File: config.mk
export PLATFORM = sky130hd
export DESIGN_NAME = source_line_tokenizer
export DESIGN_NICKNAME = d
export VERILOG_FILES = /design/src/hw/rtl/slt_pkg.sv /design/src/hw/rtl/source_line_tokenizer.sv
export SDC_FILE = /design/constraint.sdc
export NUM_CORES = 1
export LEC_CHECK = 0
export BUFFER_PORTS_ARGS = -buffer_cell sky130_fd_sc_hd__buf_2
export CAP_MARGIN = 5
export CORE_MARGIN = 2
export CORE_UTILIZATION = 50
export CTS_BUF_LIST = sky130_fd_sc_hd__clkbuf_8
export DETAILED_ROUTE_END_ITERATION = 6
export GPL_TIMING_DRIVEN = 0
export PLACE_DENSITY = 0.67
export SYNTH_ARGS = -nofsm -noshare
export SYNTH_HDL_FRONTEND = slang
export SYNTH_SLANG_ARGS = --single-unit
File: constraint.sdc
create_clock -name clk -period 13.3 [get_ports clk]
set_input_delay 1.33 -clock clk [delete_from_list [all_inputs] [get_ports clk]]
set_output_delay 1.33 -clock clk [all_outputs]
set_load 0.05 [all_outputs]
File: src/hw/rtl/slt_pkg.sv
// Shared types, token kinds and word tables for the source line tokenizer.
package slt_pkg;

  localparam int COL_W        = 13;
  localparam int PREFIX_CHARS = 6;
  localparam int PREFIX_W     = 8 * PREFIX_CHARS;
  localparam int NUM_TYPES    = 13;
  localparam int NUM_KEYWORDS = 8;

  localparam logic [3:0] KIND_KEYWORD = 4'd0;
  localparam logic [3:0] KIND_IDENT   = 4'd1;
  localparam logic [3:0] KIND_NUMBER  = 4'd2;
  localparam logic [3:0] KIND_OPER    = 4'd3;
  localparam logic [3:0] KIND_PUNCT   = 4'd4;
  localparam logic [3:0] KIND_TYPE    = 4'd5;
  localparam logic [3:0] KIND_PTR     = 4'd6;
  localparam logic [3:0] KIND_DCOLON  = 4'd7;
  localparam logic [3:0] KIND_UNKNOWN = 4'd8;

  localparam logic [7:0] CH_TAB        = 8'd9;
  localparam logic [7:0] CH_NL         = 8'd10;
  localparam logic [7:0] CH_CR         = 8'd13;
  localparam logic [7:0] CH_SPACE      = 8'd32;
  localparam logic [7:0] CH_LPAREN     = 8'd40;
  localparam logic [7:0] CH_RPAREN     = 8'd41;
  localparam logic [7:0] CH_STAR       = 8'd42;
  localparam logic [7:0] CH_PLUS       = 8'd43;
  localparam logic [7:0] CH_COMMA      = 8'd44;
  localparam logic [7:0] CH_MINUS      = 8'd45;
  localparam logic [7:0] CH_SLASH      = 8'd47;
  localparam logic [7:0] CH_DIGIT_0    = 8'd48;
  localparam logic [7:0] CH_DIGIT_9    = 8'd57;
  localparam logic [7:0] CH_COLON      = 8'd58;
  localparam logic [7:0] CH_SEMI       = 8'd59;
  localparam logic [7:0] CH_EQUALS     = 8'd61;
  localparam logic [7:0] CH_UPPER_A    = 8'd65;
  localparam logic [7:0] CH_UPPER_Z    = 8'd90;
  localparam logic [7:0] CH_LBRACKET   = 8'd91;
  localparam logic [7:0] CH_RBRACKET   = 8'd93;
  localparam logic [7:0] CH_UNDERSCORE = 8'd95;
  localparam logic [7:0] CH_LOWER_A    = 8'd97;
  localparam logic [7:0] CH_LOWER_Z    = 8'd122;
  localparam logic [7:0] CH_LBRACE     = 8'd123;
  localparam logic [7:0] CH_RBRACE     = 8'd125;

  // Word prefixes hold the first character in the highest used byte,
  // so a name compares against its string literal, zero-extended.
  localparam logic [PREFIX_W-1:0] TYPE_NAME [NUM_TYPES] = '{
    PREFIX_W'("u8"),  PREFIX_W'("u16"), PREFIX_W'("u32"), PREFIX_W'("u64"),
    PREFIX_W'("u128"), PREFIX_W'("i8"), PREFIX_W'("i16"), PREFIX_W'("i32"),
    PREFIX_W'("i64"), PREFIX_W'("i128"), PREFIX_W'("f32"), PREFIX_W'("f64"),
    PREFIX_W'("bool")
  };
  localparam logic [2:0] TYPE_LEN [NUM_TYPES] = '{
    3'd2, 3'd3, 3'd3, 3'd3, 3'd4, 3'd2, 3'd3, 3'd3, 3'd3, 3'd4, 3'd3, 3'd3, 3'd4
  };

  localparam logic [PREFIX_W-1:0] KEYWORD_NAME [NUM_KEYWORDS] = '{
    PREFIX_W'("pub"), PREFIX_W'("fn"), PREFIX_W'("return"), PREFIX_W'("if"),
    PREFIX_W'("else"), PREFIX_W'("elif"), PREFIX_W'("defer"), PREFIX_W'("test")
  };
  localparam logic [2:0] KEYWORD_LEN [NUM_KEYWORDS] = '{
    3'd3, 3'd2, 3'd6, 3'd2, 3'd4, 3'd4, 3'd5, 3'd4
  };

  typedef struct packed {
    logic [7:0]  ch;
    logic        line_end;
    logic [15:0] line_no;
  } item_t;

  typedef struct packed {
    logic [3:0]       token_kind;
    logic [15:0]      token_line;
    logic [COL_W-1:0] start_column;
    logic [COL_W-1:0] lexeme_length;
    logic [3:0]       word_index;
    logic [7:0]       token_char;
    logic             last;
  } token_t;

endpackage

File: src/hw/rtl/source_line_tokenizer.sv
// Source line tokenizer: character-at-a-time lexer with a small token queue.
// Tokens closed by a character are written into the token queue when the character is taken.
// Throughput: one character per cycle unless the input stalls, which it does while the
// four-entry token queue holds three or more tokens; a character may close two tokens.
// Reset: empties the token queue, returns the lexer to idle and sets the column to one.
// Lexer state updates in one pass per character; the queue is the only storage on the output.
module source_line_tokenizer #(
  parameter int MAX_LINE_CHARS = 4096
) (
  input  logic            clk,
  input  logic            rst,
  input  logic            item_valid,
  output logic            item_stall,
  input  slt_pkg::item_t  item,
  output logic            token_valid,
  input  logic            token_stall,
  output slt_pkg::token_t token
);
  import slt_pkg::*;

  // Counters must hold MAX_LINE_CHARS itself, since they saturate there.
  localparam int               RUN_W       = $clog2(MAX_LINE_CHARS + 1);
  localparam logic [RUN_W-1:0] RUN_MAX     = RUN_W'(MAX_LINE_CHARS);
  localparam int               QUEUE_DEPTH = 4;
  localparam int               PTR_W       = $clog2(QUEUE_DEPTH);
  localparam int               CNT_W       = $clog2(QUEUE_DEPTH + 1);

  typedef enum logic [2:0] {
    MODE_IDLE,
    MODE_WORD,
    MODE_NUMBER,
    MODE_TYPE_WAIT,
    MODE_COLON,
    MODE_SLASH,
    MODE_COMMENT
  } mode_t;

  typedef struct packed {
    logic       type_hit;
    logic       kw_hit;
    logic [3:0] idx;
  } word_class_t;

  // Character classes.
  function automatic logic is_space(input logic [7:0] c);
    return (c == CH_SPACE) || (c >= CH_TAB && c <= CH_CR);
  endfunction

  function automatic logic is_alpha(input logic [7:0] c);
    return (c >= CH_UPPER_A && c <= CH_UPPER_Z) || (c >= CH_LOWER_A && c <= CH_LOWER_Z);
  endfunction

  function automatic logic is_digit(input logic [7:0] c);
    return c >= CH_DIGIT_0 && c <= CH_DIGIT_9;
  endfunction

  function automatic logic [RUN_W-1:0] sat_inc(input logic [RUN_W-1:0] v);
    return (v < RUN_MAX) ? v + RUN_W'(1) : RUN_MAX;
  endfunction

  // Match a finished word against the type names first, then the keywords.
  function automatic word_class_t classify(input logic [PREFIX_W-1:0] p,
                                           input logic [RUN_W-1:0] n);
    word_class_t r;
    r = '0;
    for (int i = 0; i < NUM_TYPES; i++) begin
      if (p == TYPE_NAME[i] && n == RUN_W'(TYPE_LEN[i])) begin
        r.type_hit = 1'b1;
        r.idx      = 4'(i);
      end
    end
    if (!r.type_hit) begin
      for (int i = 0; i < NUM_KEYWORDS; i++) begin
        if (p == KEYWORD_NAME[i] && n == RUN_W'(KEYWORD_LEN[i])) begin
          r.kw_hit = 1'b1;
          r.idx    = 4'(i);
        end
      end
    end
    return r;
  endfunction

  function automatic logic [RUN_W-1:0] type_len(input logic [3:0] idx);
    return (idx < 4'(NUM_TYPES)) ? RUN_W'(TYPE_LEN[idx]) : RUN_W'(TYPE_LEN[0]);
  endfunction

  function automatic token_t mk_tok(input logic [3:0] kind, input logic [15:0] line,
                                    input logic [RUN_W-1:0] col, input logic [RUN_W-1:0] len,
                                    input logic [3:0] idx, input logic [7:0] c);
    token_t r;
    r.token_kind    = kind;
    r.token_line    = line;
    r.start_column  = COL_W'(col);
    r.lexeme_length = COL_W'(len);
    r.word_index    = idx;
    r.token_char    = c;
    r.last          = 1'b0;
    return r;
  endfunction

  // Lexer state.
  mode_t                mode, mode_next;
  logic [PREFIX_W-1:0]  prefix, prefix_next;
  logic [RUN_W-1:0]     run_len, run_len_next;
  logic [RUN_W-1:0]     run_start, run_start_next;
  logic [RUN_W-1:0]     column, column_next;
  logic [3:0]           type_idx, type_idx_next;

  // Tokens closed by the current character (never more than two).
  token_t               tok_pair [2];
  logic [1:0]           n_tok;

  // Token queue.
  token_t               queue [QUEUE_DEPTH];
  logic [PTR_W-1:0]     wr_ptr, rd_ptr;
  logic [CNT_W-1:0]     count;
  logic                 item_take, token_take;
  logic [CNT_W-1:0]     push_cnt;

  // Single pass over one character: the mode checks run in the same order
  // as a software lexer would, each later check seeing the mode that the
  // earlier ones left, then the line end flushes whatever is still pending.
  always_comb begin
    logic        used;
    logic [7:0]  c;
    logic [15:0] ln;
    word_class_t wc;
    word_class_t fc;
    c              = item.ch;
    ln             = item.line_no;
    used           = 1'b0;
    mode_next      = mode;
    prefix_next    = prefix;
    run_len_next   = run_len;
    run_start_next = run_start;
    type_idx_next  = type_idx;
    column_next    = sat_inc(column);
    n_tok          = 2'd0;
    tok_pair[0]    = '0;
    tok_pair[1]    = '0;
    wc             = classify(prefix, run_len);
    fc             = '0;

    // Extend the word, or close it.
    if (mode_next == MODE_WORD) begin
      if (is_alpha(c) || is_digit(c) || c == CH_UNDERSCORE) begin
        if (run_len_next < RUN_W'(PREFIX_CHARS)) begin
          prefix_next = {prefix_next[PREFIX_W-9:0], c};
        end
        run_len_next = sat_inc(run_len_next);
        used         = 1'b1;
      end else if (wc.type_hit) begin
        // Hold the type back: a following '*' turns it into a pointer type.
        type_idx_next = wc.idx;
        mode_next     = MODE_TYPE_WAIT;
      end else begin
        tok_pair[n_tok[0]] = mk_tok(wc.kw_hit ? KIND_KEYWORD : KIND_IDENT, ln, run_start_next,
                                    run_len_next, wc.kw_hit ? wc.idx : 4'd0, 8'd0);
        n_tok     = n_tok + 2'd1;
        mode_next = MODE_IDLE;
      end
    end

    if (!used && mode_next == MODE_TYPE_WAIT) begin
      if (is_space(c)) begin
        run_len_next = sat_inc(run_len_next);
        used         = 1'b1;
      end else if (c == CH_STAR) begin
        tok_pair[n_tok[0]] = mk_tok(KIND_PTR, ln, run_start_next, sat_inc(run_len_next),
                                    type_idx_next, 8'd0);
        n_tok     = n_tok + 2'd1;
        mode_next = MODE_IDLE;
        used      = 1'b1;
      end else begin
        tok_pair[n_tok[0]] = mk_tok(KIND_TYPE, ln, run_start_next, type_len(type_idx_next),
                                    type_idx_next, 8'd0);
        n_tok     = n_tok + 2'd1;
        mode_next = MODE_IDLE;
      end
    end

    if (!used && mode_next == MODE_NUMBER) begin
      if (is_digit(c)) begin
        run_len_next = sat_inc(run_len_next);
        used         = 1'b1;
      end else begin
        tok_pair[n_tok[0]] = mk_tok(KIND_NUMBER, ln, run_start_next, run_len_next, 4'd0, 8'd0);
        n_tok     = n_tok + 2'd1;
        mode_next = MODE_IDLE;
      end
    end

    if (!used && mode_next == MODE_COLON) begin
      if (c == CH_COLON) begin
        tok_pair[n_tok[0]] = mk_tok(KIND_DCOLON, ln, run_start_next, RUN_W'(2), 4'd0, 8'd0);
        used = 1'b1;
      end else begin
        tok_pair[n_tok[0]] = mk_tok(KIND_UNKNOWN, ln, run_start_next, RUN_W'(1), 4'd0,
                                    CH_COLON);
      end
      n_tok     = n_tok + 2'd1;
      mode_next = MODE_IDLE;
    end

    if (!used && mode_next == MODE_SLASH) begin
      if (c == CH_SLASH) begin
        mode_next = MODE_COMMENT;
        used      = 1'b1;
      end else begin
        tok_pair[n_tok[0]] = mk_tok(KIND_OPER, ln, run_start_next, RUN_W'(1), 4'd0, CH_SLASH);
        n_tok     = n_tok + 2'd1;
        mode_next = MODE_IDLE;
      end
    end

    if (!used && mode_next == MODE_COMMENT) begin
      if (c == CH_NL) begin
        mode_next = MODE_IDLE;
      end
      used = 1'b1;
    end

    // Start a new lexeme, or emit a one-character token at once.
    if (!used) begin
      if (is_space(c)) begin
        mode_next = mode_next;
      end else if (c == CH_COLON) begin
        run_start_next = column;
        run_len_next   = RUN_W'(1);
        mode_next      = MODE_COLON;
      end else if (is_alpha(c)) begin
        run_start_next = column;
        run_len_next   = RUN_W'(1);
        prefix_next    = PREFIX_W'(c);
        mode_next      = MODE_WORD;
      end else if (is_digit(c)) begin
        run_start_next = column;
        run_len_next   = RUN_W'(1);
        mode_next      = MODE_NUMBER;
      end else if (c == CH_SLASH) begin
        run_start_next = column;
        run_len_next   = RUN_W'(1);
        mode_next      = MODE_SLASH;
      end else if (c == CH_PLUS || c == CH_MINUS || c == CH_STAR || c == CH_EQUALS) begin
        tok_pair[n_tok[0]] = mk_tok(KIND_OPER, ln, column, RUN_W'(1), 4'd0, c);
        n_tok = n_tok + 2'd1;
      end else if (c == CH_LBRACE || c == CH_RBRACE || c == CH_LPAREN || c == CH_RPAREN ||
                   c == CH_LBRACKET || c == CH_RBRACKET || c == CH_SEMI || c == CH_COMMA) begin
        tok_pair[n_tok[0]] = mk_tok(KIND_PUNCT, ln, column, RUN_W'(1), 4'd0, c);
        n_tok = n_tok + 2'd1;
      end else begin
        tok_pair[n_tok[0]] = mk_tok(KIND_UNKNOWN, ln, column, RUN_W'(1), 4'd0, c);
        n_tok = n_tok + 2'd1;
      end
    end

    // Line end: flush the pending lexeme; a pending type goes out plain.
    if (item.line_end) begin
      fc = classify(prefix_next, run_len_next);
      case (mode_next)
        MODE_WORD: begin
          if (fc.type_hit) begin
            tok_pair[n_tok[0]] = mk_tok(KIND_TYPE, ln, run_start_next, run_len_next, fc.idx,
                                        8'd0);
          end else begin
            tok_pair[n_tok[0]] = mk_tok(fc.kw_hit ? KIND_KEYWORD : KIND_IDENT, ln,
                                        run_start_next, run_len_next,
                                        fc.kw_hit ? fc.idx : 4'd0, 8'd0);
          end
          n_tok = n_tok + 2'd1;
        end
        MODE_TYPE_WAIT: begin
          tok_pair[n_tok[0]] = mk_tok(KIND_TYPE, ln, run_start_next, type_len(type_idx_next),
                                      type_idx_next, 8'd0);
          n_tok = n_tok + 2'd1;
        end
        MODE_NUMBER: begin
          tok_pair[n_tok[0]] = mk_tok(KIND_NUMBER, ln, run_start_next, run_len_next, 4'd0,
                                      8'd0);
          n_tok = n_tok + 2'd1;
        end
        MODE_COLON: begin
          tok_pair[n_tok[0]] = mk_tok(KIND_UNKNOWN, ln, run_start_next, RUN_W'(1), 4'd0,
                                      CH_COLON);
          n_tok = n_tok + 2'd1;
        end
        MODE_SLASH: begin
          tok_pair[n_tok[0]] = mk_tok(KIND_OPER, ln, run_start_next, RUN_W'(1), 4'd0,
                                      CH_SLASH);
          n_tok = n_tok + 2'd1;
        end
        default: begin
          n_tok = n_tok;
        end
      endcase
      mode_next   = MODE_IDLE;
      column_next = RUN_W'(1);
    end

    // Mark the final token of this character.
    if (n_tok == 2'd1) begin
      tok_pair[0].last = 1'b1;
    end else if (n_tok == 2'd2) begin
      tok_pair[1].last = 1'b1;
    end
  end

  // Handshakes. Stall depends on the queue fill alone, so the input side
  // never waits on the output stall in the same cycle.
  assign item_stall  = count > CNT_W'(QUEUE_DEPTH - 2);
  assign item_take   = item_valid && !item_stall;
  assign token_valid = count != '0;
  assign token_take  = token_valid && !token_stall;
  assign token       = queue[rd_ptr];
  assign push_cnt    = item_take ? CNT_W'(n_tok) : '0;

  always_ff @(posedge clk) begin
    // Queue storage carries no reset; only its pointers and fill do.
    if (item_take && n_tok != 2'd0) begin
      queue[wr_ptr] <= tok_pair[0];
    end
    if (item_take && n_tok == 2'd2) begin
      queue[wr_ptr + PTR_W'(1)] <= tok_pair[1];
    end

    if (rst) begin
      mode      <= MODE_IDLE;
      prefix    <= '0;
      run_len   <= '0;
      run_start <= '0;
      column    <= RUN_W'(1);
      type_idx  <= '0;
      wr_ptr    <= '0;
      rd_ptr    <= '0;
      count     <= '0;
    end else begin
      if (item_take) begin
        mode      <= mode_next;
        prefix    <= prefix_next;
        run_len   <= run_len_next;
        run_start <= run_start_next;
        column    <= column_next;
        type_idx  <= type_idx_next;
        wr_ptr    <= wr_ptr + PTR_W'(n_tok);
      end
      if (token_take) begin
        rd_ptr <= rd_ptr + PTR_W'(1);
      end
      count <= count + push_cnt - CNT_W'(token_take);
    end
  end

endmodule

# Word-level counts from Yosys, hierarchy flattened
# Memories as Yosys holds them, arrays and structs flattened. A register that Yosys moved wholly into a read port is not among the register bits.
# Cells that the tools add are included.
# word_totals
wordCells	447
mem_bits_rw	236
memories	2
input_bits	29
out_inout_bits	61
reg_bits	101
mem_bits_ro	48
# mem_list
memory	depth	word_bits	read_ports	rd_ports_with_merged_regs	wr	line_no	rtl
queue	4	59	1	1	2	source_line_tokenizer.sv:114	token_t queue [QUEUE_DEPTH];
(no name shown)	16	3	1	0	0	source_line_tokenizer.sv:84	return (idx < 4'(NUM_TYPES)) ? RUN_W'(TYPE_LEN[idx]) : RUN_W'(TYPE_LEN[0]);
# classes
reduce_logical	85
bitwise_logic	7
n_eq_ne	82
magnitude_cmp	28
mux	219
n_addsub	15
# ops
operator	n
118-bit two-way mux	19
118-bit bitwise mux	15
48-bit by 23-bit equality test with 1-bit output, second input constant	18
118-bit one-hot mux with 5 select lines	1
48-bit by 31-bit equality test with 1-bit output, second input constant	12
48-bit by 15-bit equality test with 1-bit output, second input constant	8
59-bit demux with 1-bit select	6
59-bit two-way mux	6
48-bit two-way mux	7
13-bit two-way mux	23
56-bit two-way mux	3
4-bit two-way mux	27
48-bit by 39-bit equality test with 1-bit output, second input constant	2
48-bit by 47-bit equality test with 1-bit output, second input constant	2
5-bit two-way mux	19
8-bit by 6-bit equality test with 1-bit output, second input constant	11
13-bit by 3-bit equality test with 1-bit output, second input constant	6
3-bit two-way mux	21
1-bit logical AND	61
1-bit two-way mux	53
13-bit by 1-bit adder with 13-bit output, second input constant	4
13-bit by 2-bit equality test with 1-bit output, second input constant	4
13-bit < comparator, second input constant	4
8-bit by 7-bit equality test with 1-bit output, second input constant	5
other kinds (30)	99

# Longest topological paths before layout
# depth
depth_word	65
ltp_mapped	32
depth_no_buf	29

# Worst setup path before layout
# OpenSTA, ideal clock, no wires.
# synth_path
path_type	in2reg
start	input item[18] (netlist bit)
end	memory queue[3][0] (netlist bit), enable pin
required_ps	12739
arrival_ps	10132
n_path_buf	6
setup_ps	561
cell_stages	26
path_slack_ps	2607
path_cell_list	or2_2 > o31ai_1 > o211a_1 > buf_2 > buf_4 > nand2_1 > or2_1 > buf_2 > ha_1 > inv_1 > a41oi_1 > nor2_1 > inv_1 > nand2_1 > or2_2 > ha_1 > o32a_1 > buf_2 > nand2_4 > xnor2_1 > nand2_1 > mux2i_4 > buf_6 > buf_2 > a21oi_1 > nor3b_1
# synth_rtl
element	line_no	rtl
from (decl)	source_line_tokenizer.sv:14	input slt_pkg::item_t item,
to (decl)	source_line_tokenizer.sv:114	

==> impl_metrics.yaml <==
clock_tree:
  cts-htree-levels: 2
  root_buffer: "clkbuf_8"
  cts_setup_buffers: 0
  cts_buffers: 57
  post_cts_resized: 0
  clock-sinks: 339
  max-clock-path-buffers: 3
  path_clk_slew_ps: 60
  worstSkewPairLatency_ps: 680
  cts_tree: "built"
  postCtsHoldBufs: 0
power_and_ir_drop:
  ir_drop_mv: 0.147
  power_mw: 3.36
  p_leak_nw: 8.72
  power_density_nw_per_um2: 132
critical_path:
  end_kind: "flop"
  critical_path_class: "in2reg"
  critPathMaxStageDelay_ps: 820
  cp-start-kind: "primary input"
  cpMostUsedCell: "buf_2"
  crit_fanout: 11
  crit_slowest_cell: "nor3b_2"
  worstPathArrival_ps: 9130
  critPathRequiredTime_ps: 13650
placed_design:
  gp_congestion: 1.05
  port_buffers: 87
  hpwl_um: 67900
grt:
  grt_pass1_wl_um: 133000
  grt_max_degree: 24
  antenna_found_initial: 2
  grt_overflow_total: 0
  grt_pass1_vias: 21100
  grt_usage_pct: 37.4
yosys:
  async_flop_share_pct: 0
  synthCells: 2421
  synthTopCellsByArea: "edfxtp_1 31%, dfxtp_1 9.1%, mux4_2 5.9%"
  synth_warnings: 0
  ys_seq_area_share_pct: 40.3
  ys_ff_latch: 339
  syn_area_per_cell_um2: 9.38
  synth_top_area_share_pct: 31.2
  synth_flop_cell: "edfxtp_1"
  syn_nets: 2467
  syn-cell-area_um2: 22700
  ys_types: 115
  synth_area_leader_cell: "edfxtp_1"
  synth_edf_count: 236
sta:
  rsz0062_at_grt: "false"
  hold_viol: 0
  setup_viol: 0
  skew_ps: 48.4
  post-route-min-period_ps: 8790
  holdWs_ps: 467
  max_freq_ghz: 0.114
  maxSlewViolCount: 0
  relSlewSlack_pct: 13.4
  final.period_utilization_pct: 66.1
  tightest_slew_ps: 1280
run_status:
  outcome: "complete, no violations"
detailed_routing:
  viasPerCell: 6.86
  drt-total-wl_um: 89500
  first_iter_violations: 3239
  ant_nets: 0
  drt_first_pass_iters: 6
  vias: 22200
  wl_per_cell_um: 27.7
  drc: 0
floorplanning:
  row_count: 78
  die_w_um: 217
  core_area_um2: 45100
  die_area_um2: 47100
  die_y_um: 217
  ioPinCount: 90
  start_util_pct: 50.3
cells_and_area:
  n_fill_cell: 4137
  fin_nets: 2632
  ff_latch_area_um2: 9150
  multi_input_area_um2: 12500
  area_delta_synth_final_pct: 12.0
  final_core_util_pct: 56.4
  drive_above_1_share_pct: 14.9
worst_hold_path:
  hold_path.class: "reg2reg"
run:
  drv_cap: 0
[registers in the layout (all words and copies together) (netlist names), named ones only]
name and flops:
count 3, prefix 48, type_idx 4, queue 236, run_start 13, column 13
mode 3, run_len 13, rd_ptr 2, wr_ptr 2
[logic make-up (layout without fill, tap and decap cells)]
logic type,after synthesis,after routing,synth area share (%)
multiplexers,138,138,9.88
AO/OA/AOI/OAI,628,628,19.4
flip-flops,339,339,40.3
buffers and inverters,238,448,4.63
XOR/XNOR,33,33,1.27
AND/OR/NAND/NOR,1028,1028,23.5
adder cells (fa/ha/maj),17,17,0.970
other,0,1,0
[layout by cell type (no fill, tap or decap), types with 15 or more instances in the layout]
master      n
ha_1       16
nand3_1    86
o22ai_1    16
clkbuf_1  144
a31o_1     48
nor2_1    265
clkbuf_8   63
mux2i_1    39
a22oi_1    65
or4_1      18
nand2_1   216
and3_1     29
o31ai_1    20
buf_2     129
dfxtp_1   103
mux2_1     21
a211oi_1   15
inv_1      54
a21oi_1   126
edfxtp_1  236
mux4_2     59
and2_1     89
xnor2_1    20
nor4_1     39
o21ai_0   105
nor3_1     51
o21ai_1    34
buf_6      20
nor2b_1    24
nand4_1    85
a31oi_1    27
[final timing paths]
path	start	cells after the start	slack [ps]	endpoint
max	item[20]	29	4510	queue[3][21]
min	type_idx[0]	2	470	type_idx[0]
max reg2reg	prefix[12]	26	4680	queue[3][21]
min reg2reg	type_idx[0]	2	470	type_idx[0]
[cell type report]
type / count / area share (%)
buffer: 209 / 3.71
timing repair buffer: 106 / 2.89
tap: 600 / 2.95
inverter: 29 / 0.428
sequential: 339 / 36.0
antenna: 1 / 0.00984
clock inverter: 41 / 1.24
multi-input combinational: 1844 / 49.4
clock buffer: 63 / 3.41
[worst max-delay path, delay by kind of cell]
kind	cells	cell delay, ps
XOR/XNOR	1	550
adder cells (fa/ha/maj)	2	640
AND/OR/NAND/NOR	9	2610
AO/OA/AOI/OAI	5	1180
buffers and inverters	12	2780
[layer usage]
metal / global-route usage (%) / wire (um)
met2: 57.5 / 39600
met3: 7.02 / 9200
met1: 50.8 / 35800
met4: 18.2 / 4830
met5: 0 / 11
[cell usage after synthesis (59+ instances only)]
cell type,number
nor2_1,265
edfxtp_1,236
mux4_2,59
and2_1,89
a21oi_1,128
nand4_1,85
dfxtp_1,103
a22oi_1,65
nand3_1,86
o21ai_0,105
clkbuf_1,144
nand2_1,216
[power breakdown]
group	internal (mW)	switching, mW
Sequential	1.23	0.0271
Clock	0.533	0.438
Combinational	0.335	0.802
Total	2.10	1.27
[stage by stage]
stage	area [um^2]	setup slack, ps	std cells	setup TNS [ps]
floorplan	22700	2610	2421	0
detailed placement	24200	4220	3127	0
CTS	25400	4860	3231	0
global route	25400	4360	3231	0
global placement	23900	-2630	3108	-270750
finish	25400	4510	3232	0
(Power assumes the default switching activity.)
